[config.mk]
export PLATFORM = sky130hd
export DESIGN_NAME = block_quant_dequantizer_top
export DESIGN_NICKNAME = d
export VERILOG_FILES = /design/src/sv/bqd_pkg.sv /design/src/sv/bqd_lane.sv /design/src/sv/block_quant_dequantizer_top.sv
export SDC_FILE = /design/constraint.sdc
export NUM_CORES = 2
export LEC_CHECK = 0
export ABC_AREA = 1
export BUFFER_PORTS_ARGS = -buffer_cell sky130_fd_sc_hd__clkbuf_2
export CORE_ASPECT_RATIO = 0.6
export CORE_MARGIN = 2
export CORE_UTILIZATION = 40
export CTS_CLUSTER_DIAMETER = 50
export CTS_CLUSTER_SIZE = 10
export DETAILED_ROUTE_END_ITERATION = 6
export SYNTH_ARGS = -nofsm -noshare
export SYNTH_HDL_FRONTEND = slang
export SYNTH_SLANG_ARGS = --single-unit
[constraint.sdc]
create_clock -name clk -period 6.5 [get_ports clk]
set_clock_uncertainty 0.15 [all_clocks]
set_input_delay 0.325 -clock clk [delete_from_list [all_inputs] [get_ports clk]]
set_output_delay 0.325 -clock clk [all_outputs]
set_load 0.05 [all_outputs]
[src/sv/bqd_pkg.sv]
// Shared types, format codes and helpers for the block dequantizer.
// No dependencies; imported by bqd_lane and block_quant_dequantizer_top.
`timescale 1ns / 1ps
`default_nettype none
package bqd_pkg;

	// Block format codes held in the format register
	localparam logic [1:0] FMT_Q4_0 = 2'd0;
	localparam logic [1:0] FMT_Q5_0 = 2'd1;
	localparam logic [1:0] FMT_Q4_1 = 2'd2;
	localparam logic [1:0] FMT_Q8_0 = 2'd3;
	localparam logic [1:0] FORMAT_RESET = FMT_Q4_0;

	localparam logic [31:0] CANON_NAN = 32'h7FC0_0000;

	// Fixed-point datapath: values scaled by 2^24, magnitude below 2^48
	localparam int PROD_W = 19;
	localparam int ACC_W  = 48;
	localparam int MAG_W  = 49;
	localparam int SUM_W  = 50;
	localparam int LZ_W   = 6;
	localparam logic [7:0] EXP_OFFSET = 8'd103;

	// Decoded half-precision operand
	typedef struct packed {
		logic        sgn;
		logic [10:0] mant;
		logic [4:0]  sh;
		logic        inf;
		logic        nan;
	} half_t;

	// Operands for one lane, registered in the first stage
	typedef struct packed {
		half_t      d;
		half_t      m;
		logic       q41;
		logic       csgn;
		logic [7:0] cmag;
	} lane_in_t;

	function automatic half_t half_dec(input logic [15:0] h);
		half_t r;
		r.sgn  = h[15];
		r.mant = {h[14:10] != 5'd0, h[9:0]};
		r.sh   = (h[14:10] == 5'd0) ? 5'd0 : h[14:10] - 5'd1;
		r.inf  = (h[14:10] == 5'h1F) && (h[9:0] == 10'd0);
		r.nan  = (h[14:10] == 5'h1F) && (h[9:0] != 10'd0);
		return r;
	endfunction

	// Signed element code for the selected format
	function automatic logic signed [8:0] code_of(input logic [1:0] fmt,
			input logic [3:0] nib, input logic hb, input logic [7:0] byt);
		logic signed [8:0] c;
		case (fmt)
			FMT_Q4_0: c = $signed({5'b0, nib}) - 9'sd8;
			FMT_Q5_0: c = $signed({4'b0, hb, nib}) - 9'sd16;
			FMT_Q4_1: c = $signed({5'b0, nib});
			default:  c = $signed({byt[7], byt});
		endcase
		return c;
	endfunction

endpackage
`default_nettype wire

[src/sv/bqd_lane.sv]
// One dequantizing lane: d*code (+m for Q4_1) to float32, stages 2 to 7.
// Depends on bqd_pkg; its inputs are the first-stage registers of the top.
`timescale 1ns / 1ps
`default_nettype none
module bqd_lane (
	input  wire              clk,
	input  wire bqd_pkg::lane_in_t op_s1,
	output logic [31:0]      value_s7
);
	import bqd_pkg::*;

	typedef struct packed {
		logic nan;
		logic inf;
		logic inf_sgn;
		logic zero_sgn;
	} spec_t;

	logic [PROD_W-1:0] prod_s2;
	lane_in_t          op_s2;
	spec_t             spec_s2, spec_s3, spec_s4, spec_s5, spec_s6;
	logic [ACC_W-1:0]  a_s3, b_s3;
	logic              sa_s3, sb_s3;
	logic [SUM_W-1:0]  sum_s4;
	logic [MAG_W-1:0]  mag_s5, mag_s6;
	logic              sgn_s5, sgn_s6, zero_s5, zero_s6;
	logic [LZ_W-1:0]   k_s6;

	logic              psgn, pzero;
	spec_t             spec_c;
	logic [SUM_W-1:0]  a_ext, b_ext;
	logic [MAG_W-1:0]  abs_c;
	logic [LZ_W-1:0]   k_c;
	logic [MAG_W-1:0]  norm_c;
	logic [31:0]       pack_c;
	logic              rup_c;

	// Classify special results from the raw operands
	always_comb begin
		psgn  = op_s1.d.sgn ^ op_s1.csgn;
		pzero = (op_s1.d.mant == 11'd0) || (op_s1.cmag == 8'd0);
		spec_c.nan = op_s1.d.nan || (op_s1.d.inf && op_s1.cmag == 8'd0)
			|| (op_s1.q41 && op_s1.m.nan)
			|| (op_s1.q41 && op_s1.d.inf && op_s1.m.inf && (psgn != op_s1.m.sgn));
		spec_c.inf = op_s1.d.inf || (op_s1.q41 && op_s1.m.inf);
		spec_c.inf_sgn = op_s1.d.inf ? psgn : op_s1.m.sgn;
		spec_c.zero_sgn = op_s1.q41
			? (pzero && op_s1.m.mant == 11'd0 && psgn && op_s1.m.sgn) : psgn;
	end

	// Stage 2: exact significand product
	always_ff @(posedge clk) begin
		prod_s2 <= PROD_W'(op_s1.d.mant * op_s1.cmag);
		op_s2   <= op_s1;
		spec_s2 <= spec_c;
	end

	// Stage 3: align both terms to the 2^-24 grid
	always_ff @(posedge clk) begin
		a_s3    <= ACC_W'(prod_s2) << op_s2.d.sh;
		b_s3    <= op_s2.q41 ? (ACC_W'(op_s2.m.mant) << op_s2.m.sh) : '0;
		sa_s3   <= op_s2.d.sgn ^ op_s2.csgn;
		sb_s3   <= op_s2.m.sgn;
		spec_s3 <= spec_s2;
	end

	// Stage 4: signed sum
	always_comb begin
		a_ext = SUM_W'(a_s3);
		b_ext = SUM_W'(b_s3);
	end

	always_ff @(posedge clk) begin
		sum_s4  <= (sa_s3 ? -a_ext : a_ext) + (sb_s3 ? -b_ext : b_ext);
		spec_s4 <= spec_s3;
	end

	// Stage 5: sign and magnitude
	always_comb begin
		abs_c = sum_s4[SUM_W-1] ? MAG_W'(-sum_s4) : MAG_W'(sum_s4);
	end

	always_ff @(posedge clk) begin
		mag_s5  <= abs_c;
		sgn_s5  <= sum_s4[SUM_W-1];
		zero_s5 <= (sum_s4 == '0);
		spec_s5 <= spec_s4;
	end

	// Stage 6: find the leading one
	always_comb begin
		k_c = '0;
		for (int i = 0; i < MAG_W; i++) begin
			if (mag_s5[i]) begin
				k_c = LZ_W'(i);
			end
		end
	end

	always_ff @(posedge clk) begin
		mag_s6  <= mag_s5;
		k_s6    <= k_c;
		sgn_s6  <= sgn_s5;
		zero_s6 <= zero_s5;
		spec_s6 <= spec_s5;
	end

	// Stage 7: normalise, round to nearest even, pack
	always_comb begin
		norm_c = mag_s6 << (LZ_W'(MAG_W - 1) - k_s6);
		pack_c = {sgn_s6, {2'b0, k_s6} + EXP_OFFSET, norm_c[MAG_W-2:MAG_W-24]};
		rup_c  = norm_c[MAG_W-25] && ((|norm_c[MAG_W-26:0]) || norm_c[MAG_W-24]);
	end

	always_ff @(posedge clk) begin
		if (spec_s6.nan) begin
			value_s7 <= CANON_NAN;
		end else if (spec_s6.inf) begin
			value_s7 <= {spec_s6.inf_sgn, 8'hFF, 23'd0};
		end else if (zero_s6) begin
			value_s7 <= {spec_s6.zero_sgn, 31'd0};
		end else begin
			value_s7 <= pack_c + {31'd0, rup_c};
		end
	end

endmodule
`default_nettype wire

[src/sv/block_quant_dequantizer_top.sv]
// Top level of the block dequantizer: command port, two lanes, output word.
// Depends on bqd_pkg and bqd_lane.
//
//  channel  | signals                                         | handshake
//  ---------+-------------------------------------------------+------------------
//  input    | scale_bits min_bits data_byte high_low          | start & !busy
//           | high_high position last_in                      |
//  result   | value_bits element_index last_out               | done, one cycle
//  config   | cfg_wdata (format)                              | cfg_we
//
// The first result word follows an accept through seven stages and the output
// register. Q8_0 accepts one item per cycle; nibble formats cannot, as both
// words share the single result port and busy is high for the cycle after
// each nibble-format accept. Reset clears all valid bits and sets the format
// to Q4_0. The receiver cannot stall, so the result side has no back-pressure.
`timescale 1ns / 1ps
`default_nettype none
module block_quant_dequantizer_top (
	input  wire         clk,
	input  wire         arst_n,
	input  wire         cfg_we,
	input  wire  [1:0]  cfg_wdata,
	input  wire         start,
	output logic        busy,
	input  wire  [15:0] scale_bits,
	input  wire  [15:0] min_bits,
	input  wire  [7:0]  data_byte,
	input  wire         high_low,
	input  wire         high_high,
	input  wire  [4:0]  position,
	input  wire         last_in,
	output logic        done,
	output logic [31:0] value_bits,
	output logic [4:0]  element_index,
	output logic        last_out
);
	import bqd_pkg::*;

	localparam int NSTG = 7;

	typedef struct packed {
		logic       pair;
		logic [4:0] pos;
		logic       last;
	} ctl_t;

	logic [1:0]  format_q;
	logic        pair_q;
	logic        accept;
	logic [NSTG:1] vld_s;
	ctl_t        ctl_s [1:NSTG];
	lane_in_t    opa_s1, opb_s1;
	lane_in_t    opa_c, opb_c;
	logic signed [8:0] ca_c, cb_c;
	logic [31:0] va_s7, vb_s7;
	logic        pend_q;
	logic [31:0] pend_val_q;
	logic [4:0]  pend_idx_q;
	logic        pend_last_q;

	assign accept = start && !busy;
	assign busy   = pair_q;

	// Hold the format register
	always_ff @(posedge clk or negedge arst_n) begin
		if (!arst_n) begin
			format_q <= FORMAT_RESET;
		end else if (cfg_we) begin
			format_q <= cfg_wdata;
		end
	end

	// Block the cycle after a two-word item
	always_ff @(posedge clk or negedge arst_n) begin
		if (!arst_n) begin
			pair_q <= 1'b0;
		end else begin
			pair_q <= accept && (format_q != FMT_Q8_0);
		end
	end

	// Decode operands for both lanes
	always_comb begin
		ca_c = code_of(format_q, data_byte[3:0], high_low, data_byte);
		cb_c = code_of(format_q, data_byte[7:4], high_high, data_byte);
		opa_c.d    = half_dec(scale_bits);
		opa_c.m    = half_dec(min_bits);
		opa_c.q41  = (format_q == FMT_Q4_1);
		opa_c.csgn = ca_c[8];
		opa_c.cmag = ca_c[8] ? 8'(-ca_c) : ca_c[7:0];
		opb_c      = opa_c;
		opb_c.csgn = cb_c[8];
		opb_c.cmag = cb_c[8] ? 8'(-cb_c) : cb_c[7:0];
	end

	// Stage 1 payload, and advance control alongside the lanes
	always_ff @(posedge clk) begin
		if (accept) begin
			opa_s1 <= opa_c;
			opb_s1 <= opb_c;
			ctl_s[1] <= '{pair: (format_q != FMT_Q8_0), pos: position, last: last_in};
		end
		for (int i = 2; i <= NSTG; i++) begin
			ctl_s[i] <= ctl_s[i-1];
		end
	end

	// Advance valid bits
	always_ff @(posedge clk or negedge arst_n) begin
		if (!arst_n) begin
			vld_s <= '0;
		end else begin
			vld_s <= {vld_s[NSTG-1:1], accept};
		end
	end

	bqd_lane u_lane_a (
		.clk      (clk),
		.op_s1    (opa_s1),
		.value_s7 (va_s7)
	);

	bqd_lane u_lane_b (
		.clk      (clk),
		.op_s1    (opb_s1),
		.value_s7 (vb_s7)
	);

	// Output word: the high element follows in the cycle after the low one
	always_ff @(posedge clk or negedge arst_n) begin
		if (!arst_n) begin
			done   <= 1'b0;
			pend_q <= 1'b0;
		end else begin
			done   <= pend_q || vld_s[NSTG];
			pend_q <= !pend_q && vld_s[NSTG] && ctl_s[NSTG].pair;
		end
	end

	always_ff @(posedge clk) begin
		if (pend_q) begin
			value_bits    <= pend_val_q;
			element_index <= pend_idx_q;
			last_out      <= pend_last_q;
		end else begin
			value_bits    <= va_s7;
			element_index <= ctl_s[NSTG].pair ? {1'b0, ctl_s[NSTG].pos[3:0]}
				: ctl_s[NSTG].pos;
			last_out      <= ctl_s[NSTG].pair ? 1'b0 : ctl_s[NSTG].last;
		end
		pend_val_q  <= vb_s7;
		pend_idx_q  <= {1'b1, ctl_s[NSTG].pos[3:0]};
		pend_last_q <= ctl_s[NSTG].last;
	end

endmodule
`default_nettype wire

; ---- Word-level counts from Yosys, hierarchy flattened
; Memories as Yosys holds them, arrays and structs flattened.
; Index checks and enable logic that the tools add are counted.
[word_totals]
regBits = 770
elab_cells = 321
in_bits = 54
memories = 1
ramBits = 49
[classes]
eq_ne = 7
shifts = 5
multipliers = 2
mux = 118
reduce_logical = 61
n_bitwise = 4
addsub = 21
[memory_table]
columns = name, depth, word_bits, rd, rd_clocked_by_memory_dff, wr, line_no
row1 = ctl_s, 7, 7, 7, 0, 7, block_quant_dequantizer_top.sv:51  ; ctl_t ctl_s [1:NSTG];
[op_table]
columns = op, n
row1 = $mux W5, 65
row2 = $mux W32, 5
row3 = $mux W50, 3
row4 = $neg A48 Y50, 3
row5 = $add A50 B50 Y50, 2
row6 = $logic_not A50 Y1, 2
row7 = $mux W49, 2
row8 = $neg A49 Y49, 2
row9 = $shl A49 B6 Y48, 2
row10 = $shl A19 B5 Y48, 2
row11 = $mux W4, 17
row12 = $add A32 B1 Y32, 2
row13 = $pmux W9 S3, 2
row14 = $reduce_or A24 Y1, 2
row15 = $shl A11 B5 Y48, 1
row16 = $mul A11 B8 Y19, 2
row17 = $reduce_or A17 Y1, 2
row18 = $logic_and A1 B1 Y1, 24
row19 = $mux W3, 8
row20 = $logic_not A11 Y1, 2
row21 = $logic_not A10 Y1, 2
row22 = $reduce_bool A10 Y1, 2
row23 = $add A6 B7 Y8 const B, 2
row24 = $logic_not A8 Y1, 2
row25 = 21 further kinds, 60

; ---- Logic depth before layout (Yosys ltp)
[logic_depth]
word_depth = 47
ltp_mapped = 47

; ---- Cells and area by module
; Synthesis repeated with hierarchy kept, for this count alone.
[hier_totals]
hier_cells = 6483
area_unflattened_um2 = 48654.2
[by_module_without_submodules]
columns = module, area_per_inst_um2, instances, cells_each
row1 = bqd_lane (u_lane_a), 21484.4, 1, 3009
row2 = bqd_lane (u_lane_b), 21256.6, 1, 2979
row3 = block_quant_dequantizer_top, 5913.2, 1, 495

; ---- Worst setup path after synthesis
; Ideal clock, no wire load.
[synth_path]
path_kind = register -> register
from = register opb_s1[37] (netlist name)
to = register u_lane_a.prod_s2[17]
path_slack_ns = 1.336
n_path_buf = 2
arrival_time_ns = 4.887
synth_period_minus_slack_ns = 5.164
setup_time_ns = 0.127
path_stages_with_launch = 26
required_ns = 6.223
path_cell_list = edfxtp_1 > clkbuf_1 > clkbuf_1 > nand2_1 > inv_1 > fa_1 > fa_1 > inv_1 > fa_1 > fa_1 > inv_1 > ha_1 > a21oi_1 > inv_1 > a31oi_1 > nor2_1 > o21ai_0 > nand2_1 > a21o_1 > a21oi_1 > o21ai_0 > a21oi_1 > inv_1 > a21oi_1 > o21ai_0 > xor2_1
[synth_rtl]
columns = item, line_no
row1 = to (signal assigned), bqd_lane.sv:53  ; prod_s2 <= PROD_W'(op_s1.d.mant * op_s1.cmag);
row2 = to (decl), bqd_lane.sv:19  ; logic [PROD_W-1:0] prod_s2;

; ---- Worst setup path after layout
[layout_path]
from = register u_lane_b.b_s3[0]
to = register u_lane_b.sum_s4[49]
[layout_via]
elab_chain_len = 3
[layout_rtl]
columns = item, line_no
row1 = from (decl), bqd_lane.sv:22  ; logic [ACC_W-1:0] a_s3, b_s3;
row2 = from (signal assigned), bqd_lane.sv:61  ; b_s3 <= op_s2.q41 ? (ACC_W'(op_s2.m.mant) << op_s2.m.sh) : '0;
row3 = $neg A48 Y50, -
row4 = $mux W50 *, -
row5 = $add A50 B50 Y50 *, bqd_lane.sv:74  ; sum_s4 <= (sa_s3 ? -a_ext : a_ext) + (sb_s3 ? -b_ext : b_ext);
row6 = to (signal assigned), bqd_lane.sv:74
row7 = to (decl), bqd_lane.sv:24  ; logic [SUM_W-1:0] sum_s4;
; Every way passes the cells marked *; elsewhere a longest branch is shown, timed or not.
; A chain may end at the register's enable or synchronous reset.

==> summary.txt <==
CTS
  • Clock slew at reported path FFs: 60 ps
  • Clock Sinks: 811
  • Worst skew pair latency: 740 ps
  • CTS Root Cell: clkbuf_16
  • CTS tree: built
  • Post-CTS Setup Bufs: 0
  • TritonCTS buffer count: 103
  • Max clock buf depth: 3
  • H-tree depth: 3

Cells and area
  • Area growth syn-to-layout: 12.2%
  • Register area: 0.0169 mm²
  • Leading cell type in the layout, fill and taps excluded: nand2_1
  • Layout cells sized above 1: 5.80%
  • Area of the multi-input gates: 0.0244 mm²
  • Commonest cells after routing, fill and taps aside: nand2_1, inv_1, dfxtp_1, nor2_1, o21ai_0
  • Fillers: 11300
  • Count of nets after finishing: 6535

Logic synthesis
  • Yosys cell types: 76
  • Post-synth EDFFs: 64
  • Register area share after synthesis: 37.3%
  • Synth Cell Area: 0.0454 mm²
  • Post-Synthesis Cells: 6085
  • Synthesized net count: 6444
  • Yosys warnings: 0
  • Synth Register Bits: 811
  • Syn_area_per_cell: 7.47 µm²
  • Asr flop ratio synth: 1.48%
  • Most common flop cell mapped by yosys: dfxtp_1

Pwr
  • Clock network power share: 18.0%
  • Switching part of the total: 48.2%
  • Power Internal: 14.9 mW
  • VDD IR-drop max: 406 µV
  • Gate power share: 54.6%
  • Flop pwr share: 27.4%
  • Switching pwr: 13.9 mW
  • LEAKAGE: 24.5 nW
  • Pwr/cell area: 564 mW/mm²

Route
  • Avg WL per Cell: 17.2 µm
  • TritonRoute pass-1 iters: 6
  • Via density: 5.09
  • Drt total wl: 133 mm
  • Via count: 39300
  • ANT nets after route: 0
  • DRC violations left: 0
  • Initial DRC Count: 4234

Global routing
  • Grt ovf: 0
  • Largest net degree at the start of global routing: 66
  • Antenna violations before repair: 10
  • Number of global-route vias before repair: 36800
  • Overall Global Routing Usage: 22.9%
  • Global-route wire length before repair: 210 mm

Worst setup path
  • Worst stage delay on the critical path: 500 ps
  • Startpoint type of the worst setup path: flop
  • Crit path capture type: flop
  • Kind of critical path: flop to flop
  • Crit path top cell by count: nor2_1
  • Arrival @ worst endpoint: 6340 ps
  • Worst Path Max Fanout: 5
  • Required @ worst endpoint: 6960 ps
  • Slowest CP cell: nor3_1

STA
  • Max Slew Vio Count: 0
  • Setup TNS: 0 ps
  • Min Hold Slack: 55.5 ps
  • Endpoints failing setup: 0
  • Hold Vio Cnt, Final: 0
  • Worst slew margin: 26.7%
  • Achievable Freq: 0.170 GHz
  • Final Critical Period: 5880 ps
  • Slew @ Worst Pin: 1090 ps
  • RSZ-0062 raised after global routing: no
  • Final period utilization: 90.5%

Die
  • # IOs: 94
  • Die area: 0.116 mm²
  • Die height: 265 µm
  • FP Rows: 95
  • Initial Util: 40.4%
  • DIE WIDTH: 439 µm
  • Core box area: 0.112 mm²

Placement
  • Placer Congestion: 1.01
  • Final HPWL from detailed placement: 107 mm
  • Port bufs: 93

Hold path
  • Hold Path Class: primary input to flop

Run status
  • Status: finished clean

Job
  • Maxcap violations: 0
==> registers in the layout, summed over array words and instances, names as in the netlist, 49 cells and up <==
signal,flops
u_lane_a.sum_s4,50
u_lane_b.sum_s4,50
ctl_s,49
u_lane_b.mag_s5,49
u_lane_a.mag_s5,49
==> cell type report <==
class / instances / area share, %
Sequential cell: 811 / 33.2
Inverter: 817 / 6.02
Antenna cell: 2 / 0.00982
Timing Repair Buffer: 222 / 3.13
Clock buffer: 127 / 5.35
Multi-Input combinational cell: 4221 / 48.0
Tap cell: 1503 / 3.69
Clock inverter: 25 / 0.626
==> worst max-delay path: cells and delay by family (launching register included) <==
kind | cells | cell delay, ps
buffers and inverters | 5 | 520
AO/OA/AOI/OAI | 3 | 590
flip-flops | 1 | 430
adder cells (fa/ha/maj) | 2 | 520
AND/OR/NAND/NOR | 16 | 3250
XOR/XNOR | 2 | 290
==> final timing paths <==
| path | startpoint | end | slack (ps) | cells past startpoint |
|---|---|---|---|---|
| worst min-delay path | high_high | opb_s1[6]$_DFFE_PP_ | 60 | 5 |
| worst min register to register | opb_s1[15]$_SDFFCE_PN0P_ | u_lane_b.op_s2[15]$_DFF_P_ | 160 | 0 |
| worst max-delay path | u_lane_b.b_s3[0]$_SDFF_PP0_ | u_lane_b.sum_s4[49]$_DFF_P_ | 620 | 28 |
| min in group asynchronous | arst_n | busy$_DFF_PN0_ | 580 | 3 |
| max in group asynchronous | arst_n | done$_DFF_PN0_ | 5150 | 3 |
| worst max register to register | u_lane_b.b_s3[0]$_SDFF_PP0_ | u_lane_b.sum_s4[49]$_DFF_P_ | 620 | 28 |
==> through the flow <==
stage | utilization (%) | std cells | setup slack, ps | cell area [µm²] | total power [mW]
2_1_floorplan | - | 6085 | 1340 | 45400 | 19.4
3_3_place_gp | 42.1 | 7509 | 740 | 47300 | 23.3
3_5_place_dp | 42.1 | 7509 | 733 | 47300 | 23.3
4_1_cts | 45.4 | 7726 | 735 | 51000 | 28.7
5_1_grt | 45.4 | 7726 | 22.9 | 51000 | 31.3
6_report | 45.4 | 7728 | 616 | 51000 | 28.8
==> cells in the mapped netlist (5+ instances only) <==
cell | instances | area (µm²)
edfxtp_1 | 64 | 1920
o22ai_1 | 29 | 181
a31oi_1 | 64 | 400
or2_2 | 15 | 93.8
mux2i_1 | 51 | 510
a21oi_1 | 234 | 1170
a22oi_1 | 16 | 120
inv_1 | 800 | 3000
xnor2_1 | 134 | 1170
nor3_1 | 125 | 626
clkinv_1 | 6 | 22.5
buf_2 | 39 | 195
nand2_1 | 1451 | 5450
nor4_1 | 60 | 375
clkbuf_1 | 153 | 574
nor3_2 | 7 | 70.1
o21bai_1 | 7 | 52.6
o31ai_1 | 14 | 105
xor2_1 | 238 | 2080
nor2_1 | 519 | 1950
ha_1 | 195 | 2440
o21a_1 | 28 | 210
nand4_1 | 70 | 438
buf_4 | 16 | 120
o221ai_1 | 10 | 87.6
a21o_1 | 5 | 37.5
fa_1 | 110 | 2200
o21ai_1 | 68 | 340
a211oi_1 | 9 | 67.6
buf_1 | 23 | 86.3
dfxtp_1 | 735 | 14700
nor3b_1 | 14 | 105
o41ai_1 | 5 | 43.8
o21ai_0 | 433 | 2170
dfrtp_1 | 12 | 300
o211ai_1 | 16 | 120
nand3_1 | 233 | 1170
inv_2 | 10 | 37.5
==> cell families (layout without fill, tap and decap cells) <==
family	count (synthesis)	after routing	synth area share [%]
buffers and inverters	1053	1191	9.04
adder cells (fa/ha/maj)	305	305	10.2
XOR/XNOR	376	376	7.34
flip-flops	811	811	37.3
AND/OR/NAND/NOR	2525	2525	23.2
AO/OA/AOI/OAI	964	964	11.8
multiplexers	51	51	1.12
other	0	2	0
==> repair_timing <==
action / in CTS / in global routing
gates resized for setup: 0 / 3
hold buffers: 65 / 0
setup endpoints to repair: 0 / 3
hold endpoints to repair: 83 / 0
==> layer usage <==
metal	share of wire [%]	track usage (%)	wire, µm	vias to the layer above
met5	0.022	0	29	-
met4	1.1	3.50	1530	2
met3	10	6.91	13700	123
met2	35	28.7	46400	1301
met1	54	37.5	71600	18200
li1	-	-	-	19700
==> power by group through the flow <==
stage,sequential [mW],clock (mW),combinational [mW]
final,7.89,5.17,15.7
after global routing,8.10,5.53,17.7
after CTS,7.89,5.31,15.5
after floorplan,7.81,0,11.6
after global placement,7.98,0,15.3
after detailed placement,7.98,0,15.3
Power figures use the tool's default switching activity.
